`src/design/sfp_pkg.sv`:
```
// Shared types and constants for the sync frame parser with sum check.
`timescale 1ns / 1ps

package sfp_pkg;

  localparam logic [7:0] SYNC_BYTE = 8'hFF;

  // Configuration address: register i sits at byte address 4*i
  localparam int CFG_ADDR_W = 5;
  localparam int CFG_DATA_W = 32;

  typedef enum logic [2:0] {
    REG_CODE_PING     = 3'd0,
    REG_CODE_POSITION = 3'd1,
    REG_CODE_TORQUE   = 3'd2,
    REG_CODE_UMBRELLA = 3'd3,
    REG_PAYLOAD_LEN   = 3'd4,
    REG_BUF_CAPACITY  = 3'd5
  } reg_idx_t;

  localparam logic [7:0] RST_CODE_PING     = 8'd0;
  localparam logic [7:0] RST_CODE_POSITION = 8'd1;
  localparam logic [7:0] RST_CODE_TORQUE   = 8'd2;
  localparam logic [7:0] RST_CODE_UMBRELLA = 8'd3;
  localparam logic [7:0] RST_PAYLOAD_LEN   = 8'd54;
  localparam logic [7:0] RST_BUF_CAPACITY  = 8'd54;

  typedef enum logic [2:0] {
    EV_NONE     = 3'd0,
    EV_BYTE     = 3'd1,
    EV_GOOD     = 3'd2,
    EV_BADSUM   = 3'd3,
    EV_UNKNOWN  = 3'd4,
    EV_OVERFLOW = 3'd5
  } event_t;

  typedef enum logic [4:0] {
    PH_HUNT1   = 5'b00001,
    PH_HUNT2   = 5'b00010,
    PH_CODE    = 5'b00100,
    PH_PAYLOAD = 5'b01000,
    PH_SUM     = 5'b10000
  } phase_t;

  typedef struct packed {
    logic [7:0] code_ping;
    logic [7:0] code_position_report;
    logic [7:0] code_torque_switch;
    logic [7:0] code_umbrella_open;
    logic [7:0] position_payload_length;
    logic [7:0] buffer_capacity;
  } cfg_t;

  typedef struct packed {
    event_t     event_kind;
    logic [7:0] payload_byte;
    logic [7:0] payload_index;
    logic [7:0] frame_code;
  } result_t;

endpackage

```
`src/design/sfp_in_if.sv`:
```
// Input byte channel: valid/ready with received byte and restart flag.
`timescale 1ns / 1ps

interface sfp_in_if;
  logic       valid;
  logic       ready;
  logic [7:0] rx_byte;
  logic       restart;

  modport source (output valid, output rx_byte, output restart, input ready);
  modport sink (input valid, input rx_byte, input restart, output ready);
endinterface

```
`src/design/sfp_out_if.sv`:
```
// Result channel: valid/ready with event kind, payload byte, index and code.
`timescale 1ns / 1ps

interface sfp_out_if;
  logic       valid;
  logic       ready;
  logic [2:0] event_kind;
  logic [7:0] payload_byte;
  logic [7:0] payload_index;
  logic [7:0] frame_code;

  modport source (output valid, output event_kind, output payload_byte,
                  output payload_index, output frame_code, input ready);
  modport sink (input valid, input event_kind, input payload_byte,
                input payload_index, input frame_code, output ready);
endinterface

```
`src/design/sfp_regs.sv`:
```
// APB-style configuration register file for the frame parser.
`timescale 1ns / 1ps

module sfp_regs
  import sfp_pkg::*;
(
  input  logic                  clk,
  input  logic                  rst_n,
  input  logic                  psel,
  input  logic                  penable,
  input  logic                  pwrite,
  input  logic [CFG_ADDR_W-1:0] paddr,
  input  logic [CFG_DATA_W-1:0] pwdata,
  output logic [CFG_DATA_W-1:0] prdata,
  output cfg_t                  cfg
);

  cfg_t     cfg_r;
  cfg_t     cfg_nxt;
  reg_idx_t idx;
  logic     wr_en;

  assign idx   = reg_idx_t'(paddr[CFG_ADDR_W-1:2]);
  assign wr_en = psel & penable & pwrite;

  always_comb begin
    cfg_nxt = cfg_r;
    if (wr_en) begin
      case (idx)
        REG_CODE_PING:     cfg_nxt.code_ping               = pwdata[7:0];
        REG_CODE_POSITION: cfg_nxt.code_position_report    = pwdata[7:0];
        REG_CODE_TORQUE:   cfg_nxt.code_torque_switch      = pwdata[7:0];
        REG_CODE_UMBRELLA: cfg_nxt.code_umbrella_open      = pwdata[7:0];
        REG_PAYLOAD_LEN:   cfg_nxt.position_payload_length = pwdata[7:0];
        REG_BUF_CAPACITY:  cfg_nxt.buffer_capacity         = pwdata[7:0];
        default: ;
      endcase
    end
  end

  always_ff @(posedge clk) begin
    if (!rst_n) begin
      cfg_r.code_ping               <= RST_CODE_PING;
      cfg_r.code_position_report    <= RST_CODE_POSITION;
      cfg_r.code_torque_switch      <= RST_CODE_TORQUE;
      cfg_r.code_umbrella_open      <= RST_CODE_UMBRELLA;
      cfg_r.position_payload_length <= RST_PAYLOAD_LEN;
      cfg_r.buffer_capacity         <= RST_BUF_CAPACITY;
    end else begin
      cfg_r <= cfg_nxt;
    end
  end

  always_comb begin
    prdata = '0;
    case (idx)
      REG_CODE_PING:     prdata[7:0] = cfg_r.code_ping;
      REG_CODE_POSITION: prdata[7:0] = cfg_r.code_position_report;
      REG_CODE_TORQUE:   prdata[7:0] = cfg_r.code_torque_switch;
      REG_CODE_UMBRELLA: prdata[7:0] = cfg_r.code_umbrella_open;
      REG_PAYLOAD_LEN:   prdata[7:0] = cfg_r.position_payload_length;
      REG_BUF_CAPACITY:  prdata[7:0] = cfg_r.buffer_capacity;
      default:           prdata      = '0;
    endcase
  end

  assign cfg = cfg_r;

endmodule

```
`src/design/sfp_parser.sv`:
```
// Frame parse state and per-byte next-state / event logic.
`timescale 1ns / 1ps

module sfp_parser
  import sfp_pkg::*;
(
  input  logic       clk,
  input  logic       rst_n,
  input  cfg_t       cfg,
  input  logic       accept,
  input  logic [7:0] rx_byte,
  input  logic       restart,
  output result_t    result
);

  phase_t     phase_r, phase_nxt, phase_cur;
  logic [7:0] code_r, code_nxt;
  logic [7:0] sum_r, sum_nxt;
  logic [7:0] idx_r, idx_nxt;
  logic [7:0] len_r, len_nxt;
  event_t     ev;
  logic [7:0] pbyte;
  logic [7:0] pidx;

  always_comb begin
    phase_cur = restart ? PH_HUNT1 : phase_r;
    phase_nxt = phase_cur;
    code_nxt  = code_r;
    sum_nxt   = sum_r;
    idx_nxt   = idx_r;
    len_nxt   = len_r;
    ev        = EV_NONE;
    pbyte     = '0;
    pidx      = '0;
    case (phase_cur)
      PH_HUNT2: begin
        phase_nxt = (rx_byte == SYNC_BYTE) ? PH_CODE : PH_HUNT1;
      end
      PH_CODE: begin
        code_nxt = rx_byte;
        sum_nxt  = rx_byte;
        idx_nxt  = '0;
        // first match wins: ping, position report, torque, umbrella
        if (rx_byte == cfg.code_ping) begin
          len_nxt   = '0;
          phase_nxt = PH_SUM;
        end else if (rx_byte == cfg.code_position_report) begin
          len_nxt   = cfg.position_payload_length;
          phase_nxt = (cfg.position_payload_length == 8'd0) ? PH_SUM : PH_PAYLOAD;
        end else if (rx_byte == cfg.code_torque_switch ||
                     rx_byte == cfg.code_umbrella_open) begin
          len_nxt   = '0;
          phase_nxt = PH_SUM;
        end else begin
          ev        = EV_UNKNOWN;
          phase_nxt = PH_HUNT1;
        end
      end
      PH_PAYLOAD: begin
        if (idx_r >= cfg.buffer_capacity) begin
          ev        = EV_OVERFLOW;
          phase_nxt = PH_HUNT1;
        end else begin
          ev        = EV_BYTE;
          pbyte     = rx_byte;
          pidx      = idx_r;
          idx_nxt   = idx_r + 8'd1;
          sum_nxt   = sum_r + rx_byte;
          if (idx_nxt >= len_r) begin
            phase_nxt = PH_SUM;
          end
        end
      end
      PH_SUM: begin
        ev        = (rx_byte == sum_r) ? EV_GOOD : EV_BADSUM;
        phase_nxt = PH_HUNT1;
      end
      default: begin
        phase_nxt = (rx_byte == SYNC_BYTE) ? PH_HUNT2 : PH_HUNT1;
      end
    endcase
  end

  always_ff @(posedge clk) begin
    if (!rst_n) begin
      phase_r <= PH_HUNT1;
      code_r  <= '0;
      sum_r   <= '0;
      idx_r   <= '0;
      len_r   <= '0;
    end else if (accept) begin
      phase_r <= phase_nxt;
      code_r  <= code_nxt;
      sum_r   <= sum_nxt;
      idx_r   <= idx_nxt;
      len_r   <= len_nxt;
    end
  end

  assign result.event_kind    = ev;
  assign result.payload_byte  = pbyte;
  assign result.payload_index = pidx;
  assign result.frame_code    = (ev != EV_NONE) ? code_nxt : 8'd0;

endmodule

```
`src/design/sync_frame_parser_sum_check.sv`:
```
// Top level: two-byte sync frame parser with 8-bit sum check.
// An accepted byte beat's result beat appears in the following cycle.
// Throughput: one byte per cycle unless stalled; one result beat per byte.
// The output register doubles as the skid stage: a new byte is taken while a
// result waits, as long as that result is being taken in the same cycle.
// Reset (rst_n low, synchronous): hunt state, parse state and the output
// valid clear; configuration registers return to their default codes.
`timescale 1ns / 1ps

module sync_frame_parser_sum_check
  import sfp_pkg::*;
(
  input  logic                  clk,
  input  logic                  rst_n,
  sfp_in_if.sink                in_ch,
  sfp_out_if.source             out_ch,
  input  logic                  psel,
  input  logic                  penable,
  input  logic                  pwrite,
  input  logic [CFG_ADDR_W-1:0] paddr,
  input  logic [CFG_DATA_W-1:0] pwdata,
  output logic [CFG_DATA_W-1:0] prdata,
  output logic                  pready
);

  cfg_t    cfg;
  result_t res;
  result_t res_r;
  logic    out_valid_r, out_valid_nxt;
  logic    in_accept;

  // APB never stalls
  assign pready = 1'b1;

  sfp_regs u_regs (
    .clk     (clk),
    .rst_n   (rst_n),
    .psel    (psel),
    .penable (penable),
    .pwrite  (pwrite),
    .paddr   (paddr),
    .pwdata  (pwdata),
    .prdata  (prdata),
    .cfg     (cfg)
  );

  // Room for a byte whenever the result slot is empty or draining this cycle.
  assign in_ch.ready = !out_valid_r || out_ch.ready;
  assign in_accept   = in_ch.valid && in_ch.ready;

  sfp_parser u_parser (
    .clk     (clk),
    .rst_n   (rst_n),
    .cfg     (cfg),
    .accept  (in_accept),
    .rx_byte (in_ch.rx_byte),
    .restart (in_ch.restart),
    .result  (res)
  );

  always_comb begin
    out_valid_nxt = out_valid_r;
    if (in_accept) begin
      out_valid_nxt = 1'b1;
    end else if (out_ch.ready) begin
      out_valid_nxt = 1'b0;
    end
  end

  always_ff @(posedge clk) begin
    if (!rst_n) begin
      out_valid_r <= 1'b0;
    end else begin
      out_valid_r <= out_valid_nxt;
    end
  end

  // Result payload register; loads only on an accepted byte beat.
  always_ff @(posedge clk) begin
    if (in_accept) begin
      res_r <= res;
    end
  end

  assign out_ch.valid         = out_valid_r;
  assign out_ch.event_kind    = res_r.event_kind;
  assign out_ch.payload_byte  = res_r.payload_byte;
  assign out_ch.payload_index = res_r.payload_index;
  assign out_ch.frame_code    = res_r.frame_code;

endmodule

```
`src/flat_wrapper.sv`:
```
// flat-port wrapper written by rule: the top's interface ports become plain ports
module sync_frame_parser_sum_check_flat import sfp_pkg::*;
  (clk, rst_n, psel, penable, pwrite, paddr, pwdata, prdata, pready, in_ch_valid, in_ch_rx_byte, in_ch_restart, in_ch_ready, out_ch_valid, out_ch_event_kind, out_ch_payload_byte, out_ch_payload_index, out_ch_frame_code, out_ch_ready);
  sfp_in_if in_ch_i ();
  sfp_out_if out_ch_i ();
  input  logic clk;
  input  logic rst_n;
  input  logic psel;
  input  logic penable;
  input  logic pwrite;
  input  logic [CFG_ADDR_W-1:0] paddr;
  input  logic [CFG_DATA_W-1:0] pwdata;
  output logic [CFG_DATA_W-1:0] prdata;
  output logic pready;
  input wire logic [$bits(in_ch_i.valid)-1:0] in_ch_valid;
  input wire logic [$bits(in_ch_i.rx_byte)-1:0] in_ch_rx_byte;
  input wire logic [$bits(in_ch_i.restart)-1:0] in_ch_restart;
  output wire logic [$bits(in_ch_i.ready)-1:0] in_ch_ready;
  output wire logic [$bits(out_ch_i.valid)-1:0] out_ch_valid;
  output wire logic [$bits(out_ch_i.event_kind)-1:0] out_ch_event_kind;
  output wire logic [$bits(out_ch_i.payload_byte)-1:0] out_ch_payload_byte;
  output wire logic [$bits(out_ch_i.payload_index)-1:0] out_ch_payload_index;
  output wire logic [$bits(out_ch_i.frame_code)-1:0] out_ch_frame_code;
  input wire logic [$bits(out_ch_i.ready)-1:0] out_ch_ready;
  assign in_ch_i.valid = in_ch_valid;
  assign in_ch_i.rx_byte = in_ch_rx_byte;
  assign in_ch_i.restart = in_ch_restart;
  assign in_ch_ready = in_ch_i.ready;
  assign out_ch_valid = out_ch_i.valid;
  assign out_ch_event_kind = out_ch_i.event_kind;
  assign out_ch_payload_byte = out_ch_i.payload_byte;
  assign out_ch_payload_index = out_ch_i.payload_index;
  assign out_ch_frame_code = out_ch_i.frame_code;
  assign out_ch_i.ready = out_ch_ready;
  sync_frame_parser_sum_check u_core (.clk(clk), .rst_n(rst_n), .in_ch(in_ch_i), .out_ch(out_ch_i), .psel(psel), .penable(penable), .pwrite(pwrite), .paddr(paddr), .pwdata(pwdata), .prdata(prdata), .pready(pready));
endmodule
```
`config.mk`:
```
export PLATFORM = sky130hd
export DESIGN_NAME = sync_frame_parser_sum_check_flat
export DESIGN_NICKNAME = d
export VERILOG_FILES = /design/src/design/sfp_pkg.sv /design/src/design/sfp_in_if.sv /design/src/design/sfp_out_if.sv /design/src/design/sfp_regs.sv /design/src/design/sfp_parser.sv /design/src/design/sync_frame_parser_sum_check.sv /design/src/flat_wrapper.sv
export SDC_FILE = /design/constraint.sdc
export NUM_CORES = 1
export LEC_CHECK = 0
export ABC_AREA = 0
export CORE_MARGIN = 3
export CORE_UTILIZATION = 40
export DETAILED_ROUTE_END_ITERATION = 10
export DONT_BUFFER_PORTS = 1
export GPL_TIMING_DRIVEN = 0
export HOLD_SLACK_MARGIN = 0.06
export PLACE_DENSITY_LB_ADDON = 0.08
export RECOVER_POWER = 100
export SETUP_SLACK_MARGIN = 0.05
export SKIP_CTS_REPAIR_TIMING = 1
export SLEW_MARGIN = 0
export SYNTH_ARGS = -nofsm -noshare
export SYNTH_HDL_FRONTEND = slang
export SYNTH_SLANG_ARGS = --single-unit
```
`constraint.sdc`:
```
create_clock -name clk -period 2.5 [get_ports clk]
set_input_delay 0.5 -clock clk [delete_from_list [all_inputs] [get_ports clk]]
set_output_delay 0.5 -clock clk [all_outputs]
set_load 0.1 [all_outputs]
```
==> impl_metrics.toml, run 1 <==
[timing]
fmax_ghz = 0.4213
fin_crit_ns = 2.373
fin_crit_sh_pct = 94.94
skew_ns = 0.01178
hold_viol_final = 0
relSlewSlack_pct = -11.04
slew_viol_final = 9
holdWs_ns = 0.1996
worst_pin_slew_ns = 1.653
setup_violations = 0

[floorplan]
io_pins = 115
die_h_um = 132.2
start_util_pct = 41.45
core_area_sq_um = 15370
rows = 45
die_width_um = 132.2
die_area_sq_um = 17480

[final_layout]
drive_gt1_share_pct = 16.89
synthToLayoutAreaGrowth_pct = 16.03
antenna_cells = 0
final_area_sq_um = 7392
final_nets = 806
fin_util_pct = 48.09
nFillCells = 1461

[placed_design]
placed_area_sq_um = 6825
gp_congestion = 0.8527
portBuffers = 0
hpwlAfterDp_mm = 12.77

[worst_setup_path]
crit_arrival_ns = 2.68
crit_chain = "ha_1 -> nand3_1 -> nor2_1 -> xor2_1 -> ha_1 -> a21oi_1 -> nand2_1 -> a211oi_2 -> nor2_1 -> a211o_1"
path_class = "flip-flop to flip-flop"
r2r_cells = 10
cp.required_ns = 2.80
path_buf_inv = 0
slowest_delay_ns = 0.38
crit_family = "compound AO/OA/AOI/OAI gates"
crit_slowest_cell = "dfxtp_2"
crit_fanout = 5
start_kind = "flip-flop"
end_kind = "flip-flop"
worst-path-stages = 10

[global_routing]
grt-ovfl-total = 0
antenna_found_initial = 0
grtUsageTotal_pct = 19.78
grt_pass1_vias = 4966
grt_pass1_wl_mm = 27.19
grt_max_degree = 37

[clocking]
numCtsBuffers = 17
clkLatencyLatePin_ns = 0.42
clkTransAtPathRegs_ns = 0.05
htreeDepth = 4
cts_root_buf = "clkbuf_16"
cts.sinks = 113
clockBufferDepth = 2
cts_tree = "built"

[logic_synthesis]
synth-edff-count = 27
ys_seq_area_share_pct = 39.75
synth-async-reset-ratio_pct = 0
yosysUniqueCellTypes = 70
synth_seq_cells = 113
postSynthAreaPerCell_sq_um = 9.328
netlist_area_sq_um = 6371
yosys_warnings = 0
synthFlopType = "dfxtp_1"
synthCells = 683

[flow_run]
drv_cap = 1

[detailed_routing]
wl_per_cell_um = 18.01
via_per_inst = 5.275
routed-via-count = 5017
firstDrtPassIters = 5
ant_nets = 0
drtIter0Drc = 297
wl_mm = 17.13
drc = 0

[hold_path]
holdPathStages = 2
hold_class = "primary input to flip-flop"

[power_and_ir_drop]
leakagePower_nw = 2.990
powerDensity_nw_per_um2 = 640.2
ir_worst_vdd_uv = 465.7
finalPower_mw = 4.732

[run_status]
violations = "capacitance limit, slew limit"
status = "finished with violations"
==> synthesized netlist by cell type (4+ instances only) <==
| master | number | area (sq um) |
|---|---|---|
| xnor2_1 | 37 | 324.1 |
| mux2_2 | 6 | 67.56 |
| a31oi_1 | 5 | 31.28 |
| nor3_1 | 11 | 55.05 |
| o22ai_1 | 8 | 50.05 |
| a21o_1 | 6 | 45.04 |
| nor2b_1 | 5 | 31.28 |
| nor2_1 | 55 | 206.5 |
| buf_2 | 16 | 80.08 |
| nand3_1 | 20 | 100.1 |
| ha_1 | 24 | 300.3 |
| a21oi_1 | 41 | 205.2 |
| nand2_1 | 87 | 326.6 |
| mux2i_1 | 53 | 530.5 |
| dfxtp_1 | 86 | 1722 |
| nand2b_1 | 6 | 37.54 |
| o21a_1 | 4 | 30.03 |
| buf_6 | 4 | 45.04 |
| buf_4 | 28 | 210.2 |
| and3_1 | 15 | 93.84 |
| nor4_1 | 5 | 31.28 |
| a211oi_1 | 7 | 52.55 |
| or3_1 | 4 | 25.02 |
| o21ai_0 | 7 | 35.03 |
| edfxtp_1 | 27 | 810.8 |
| a22oi_1 | 5 | 37.54 |
| inv_1 | 24 | 90.09 |
| o211ai_1 | 4 | 30.03 |
| nand4_1 | 14 | 87.58 |
| a22o_1 | 4 | 35.03 |
| clkbuf_1 | 10 | 37.54 |
==> layout make-up <==
class	count	area, sq um	share of cell area, %
multi-input combinational	505	3498	47.33
sequential	113	2542	34.39
clock buffer	25	495.5	6.703
buffer	63	430.4	5.823
tap	211	264.0	3.571
inverter	25	93.84	1.269
timing repair buffer	3	35.03	0.4739
clock inverter	6	32.53	0.4401
==> per-layer routing <==
metal | wire [um] | up-vias | share of wire [%] | track usage, %
met5 | 0 | - | 0 | 0
met2 | 8017 | 157 | 47 | 31.64
met1 | 7568 | 2372 | 44 | 25.49
li1 | - | 2461 | - | -
met3 | 1226 | 27 | 7.2 | 6.298
met4 | 317 | 0 | 1.9 | 6.409
==> cell usage in the layout (no fill, tap or decap), types with 5 or more instances in the layout <==
| cell type | n |
|---|---|
| buf_6 | 7 |
| clkbuf_1 | 15 |
| a21o_1 | 6 |
| nor3_1 | 12 |
| nand2_1 | 87 |
| conb_1 | 25 |
| edfxtp_1 | 27 |
| inv_1 | 24 |
| clkbuf_8 | 5 |
| buf_4 | 30 |
| dfxtp_1 | 80 |
| clkbuf_16 | 17 |
| clkinv_2 | 5 |
| nand2b_1 | 6 |
| nor2_1 | 56 |
| dfxtp_2 | 5 |
| a21oi_1 | 40 |
| xnor2_1 | 37 |
| a31oi_1 | 5 |
| a211oi_1 | 6 |
| buf_2 | 10 |
| o21ai_0 | 7 |
| o22ai_4 | 6 |
| and3_1 | 15 |
| ha_1 | 24 |
| nor4_1 | 5 |
| nand4_1 | 14 |
| mux2_2 | 6 |
| nand3_1 | 20 |
| mux2i_1 | 53 |
==> registers in the layout, summed over array words and instances (netlist names) <==
| register | count |
|---|---|
| u_core.out_ch.event_kind | 3 |
| u_core.out_ch.frame_code | 8 |
| u_core.out_ch.payload_byte | 8 |
| u_core.out_ch.payload_index | 8 |
| u_core.out_ch.valid | 1 |
| u_core.u_parser.code_r | 8 |
| u_core.u_parser.idx_r | 8 |
| u_core.u_parser.len_r | 8 |
| u_core.u_parser.phase_r | 5 |
| u_core.u_parser.sum_r | 8 |
| u_core.u_regs.cfg | 48 |
==> stage by stage <==
step,setup TNS (ns),worst slack [ns],cells
finish,0,0.1266,951
floorplan,-0.09736,-0.09736,706
CTS,-2.189,-0.4442,948
global route,-0.06636,-0.04442,951
detailed placement,-2.144,-0.4472,917
global placement,-1.886,-0.4317,917
==> kinds of logic (layout without fill, tap and decap cells) <==
logic type / after synthesis / in the layout / share of synthesized area, %
mux: 61 / 61 / 10.09
xor+xnor: 40 / 40 / 5.499
other cells: 2 / 25 / 0.1179
flops: 113 / 113 / 39.75
fa+ha+maj: 25 / 25 / 5.028
compound gates: 113 / 113 / 12.67
simple gates: 241 / 241 / 18.99
buf+inv: 88 / 122 / 7.855
==> path summary, 6_finish.rpt <==
path / start / to / slack, ns
worst min-delay path: in_ch_valid / u_core.out_ch.valid / 0.20
worst max-delay path: u_core.u_parser.idx_r[0] / u_core.u_parser.phase_r[4] / 0.13
worst min register to register: u_core.u_parser.len_r[1] / u_core.u_parser.len_r[1] / 0.46
worst max register to register: u_core.u_parser.idx_r[0] / u_core.u_parser.phase_r[4] / 0.13
==> where the power goes <==
group / total, mW / switching [mW] / internal, mW
Sequential: 2.07 / 0.172 / 1.90
Combinational: 0.502 / 0.386 / 0.117
Clock: 2.16 / 0.806 / 1.35
Total: 4.73 / 1.36 / 3.37
No activity file was read; power rests on OpenSTA's default activity.
==> inputs of run 2 (changes only) <==
--- a/config.mk
+++ b/config.mk
@@ -6,14 +6,15 @@
 export NUM_CORES = 1
 export LEC_CHECK = 0
 export ABC_AREA = 0
+export CELL_PAD_IN_SITES_DETAIL_PLACEMENT = 1
+export CELL_PAD_IN_SITES_GLOBAL_PLACEMENT = 2
 export CORE_MARGIN = 3
-export CORE_UTILIZATION = 40
+export CORE_UTILIZATION = 39
 export DETAILED_ROUTE_END_ITERATION = 10
 export DONT_BUFFER_PORTS = 1
 export GPL_TIMING_DRIVEN = 0
 export HOLD_SLACK_MARGIN = 0.06
 export PLACE_DENSITY_LB_ADDON = 0.08
-export RECOVER_POWER = 100
 export SETUP_SLACK_MARGIN = 0.05
 export SKIP_CTS_REPAIR_TIMING = 1
 export SLEW_MARGIN = 0
==> run 2 against run 1 <==
The flow now finishes without violations. Register-to-register slack improved by 0.05 ns. Combinational power grew 2%. Maximum frequency is 0.42% lower. Sequential power hardly changed. Clock skew is 0.0051 ns lower. First-iteration DRC count shrank 14%. Setup slack worse by 0.0099 ns. Die area up 2.5%.
==> impl_metrics.toml, run 2 (synthesized netlist as in run 1, its figures left out) <==
[run_status]
status = "complete, no violations"

[worst_setup_path]
r2r_cells = 8
start_kind = "primary input"
worstReg2RegEnd = "u_core.u_parser.idx_r[0]"
crit_arrival_ns = 1.88
crit_fanout = 10
rrSetupSlack_ns = 0.18
crit_slowest_cell = "a21oi_4"
slowest_delay_ns = 0.61
r2r_start = "u_core.u_parser.idx_r[0]"
crit_chain = "clkbuf_4 -> buf_6 -> mux2i_1 -> nor2_1 -> a21oi_1 -> a21oi_4"
cp.required_ns = 2.00
end_kind = "output port"
path_class = "primary input to output port"

[timing]
skew_ns = 0.006638
worst_pin_slew_ns = 1.040
relSlewSlack_pct = 30.16
tns_ns = 0
hold_viol_final = 0
setup_slack_ns = 0.1167
slew_viol_final = 0
fmax_ghz = 0.4196
fin_crit_ns = 2.383
fin_crit_sh_pct = 95.33
setup_violations = 0
grt_setup_unrepaired = "false"

[floorplan]
die_width_um = 133.8
core_area_sq_um = 15940
die_h_um = 133.8
start_util_pct = 39.96
rows = 46
io_pins = 115
die_area_sq_um = 17910

[global_routing]
grt_pass1_vias = 5283
antenna_found_initial = 0
grtUsageTotal_pct = 21.75
grt_pass1_wl_mm = 29.75
grt_max_degree = 37
grt-ovfl-total = 0

[detailed_routing]
routed-via-count = 5109
drc = 0
firstDrtPassIters = 5
drtIter0Drc = 256
wl_mm = 19.32
via_per_inst = 5.327
wl_per_cell_um = 20.15
ant_nets = 0

[clocking]
htreeDepth = 4
cts.sinks = 113
clockBufferDepth = 2
clkLatencyLatePin_ns = 0.42
cts_root_buf = "clkbuf_16"
cts_tree = "built"
clkTransAtPathRegs_ns = 0.05
numCtsBuffers = 17

[final_layout]
antenna_cells = 0
synthToLayoutAreaGrowth_pct = 18.05
drive_gt1_share_pct = 18.57
nFillCells = 1838
layout_common_cells = "87 x nand2_1, 80 x dfxtp_1, 54 x nor2_1"
layout_commonest_cell = "nand2_1"
largest_reg_flops = 48
final_nets = 808

[hold_path]
hold_class = "primary input to flip-flop"
hold_path_end = "u_core.out_ch.valid"
worstHoldStart = "in_ch_valid"
holdPathStages = 2

[placed_design]
gp_congestion = 0.8478
pre_cts_slack_ns = -0.4816
portBuffers = 0
hpwlAfterDp_mm = 14.45

[power_and_ir_drop]
powerDensity_nw_per_um2 = 656.0
finalPower_mw = 4.934
ir_worst_vdd_uv = 503.2
leakagePower_nw = 3.082

[flow_run]
drv_cap = 0
[run 2: changes by cell type in the layout (fill, tap and decap cells not counted), sizes merged]
cell,before,now
clkbuf,40,38
bufinv,0,1
buf,50,55
clkinvlp,1,0
[run 2: metal layers]
layer,share of wire [%],global-route usage (%),vias up
li1,-,-,2464
met2,49,36.64,108
met3,4.8,5.814,23
met4,1.5,7.200,0
met1,44,27.14,2514
met5,0,0,-
[run 2: worst max-delay path by stage]
stage	from	to	slack (ns)	depth (start not counted)
after floorplan	paddr[2]	prdata[6]	-0.1	5
after global placement	paddr[2]	prdata[6]	-0.47	5
after detailed placement	paddr[2]	prdata[6]	-0.48	5
after CTS	paddr[2]	prdata[6]	-0.49	5
after global routing	paddr[3]	prdata[4]	0.06	6
final	paddr[3]	prdata[4]	0.12	6
[run 2: through the flow]
stage	instance area, sq um	std cells	utilization (%)	hold slack (ns)
2_1_floorplan	6561	706	-	0.4347
3_3_place_gp	6832	922	42.85	0.4444
5_1_grt	7521	959	47.17	0.1988
6_report	7521	959	47.17	0.2094
3_5_place_dp	6832	922	42.85	0.4486
4_1_cts	7397	954	46.40	0.1923
[run 2: worst max-delay path, delay by kind of cell]
| kind | cells | cell delay (ns) |
|---|---|---|
| AOI/OAI and AO/OA | 2 | 0.69 |
| buffers and inverters | 2 | 0.46 |
| muxes | 1 | 0.11 |
| and+or+nand+nor | 1 | 0.10 |
[run 2: report_power, final]
part	leakage (nW)	switching, mW	internal, mW
clock	0.283	0.855	1.50
combinational	1.83	0.397	0.117
sequential	0.968	0.172	1.90
total	3.08	1.42	3.51
[run 2: final cells by class]
| class | instances | area, sq um | area share, % |
|---|---|---|---|
| Clock buffer | 26 | 510.5 | 6.788 |
| Tap cell | 216 | 270.3 | 3.593 |
| Clock inverter | 6 | 55.05 | 0.7320 |
| Multi-Input combinational cell | 505 | 3567 | 47.43 |
| Sequential cell | 113 | 2550 | 33.90 |
| Buffer | 63 | 436.7 | 5.806 |
| Inverter | 25 | 93.84 | 1.248 |
| Timing Repair Buffer | 5 | 37.54 | 0.4991 |
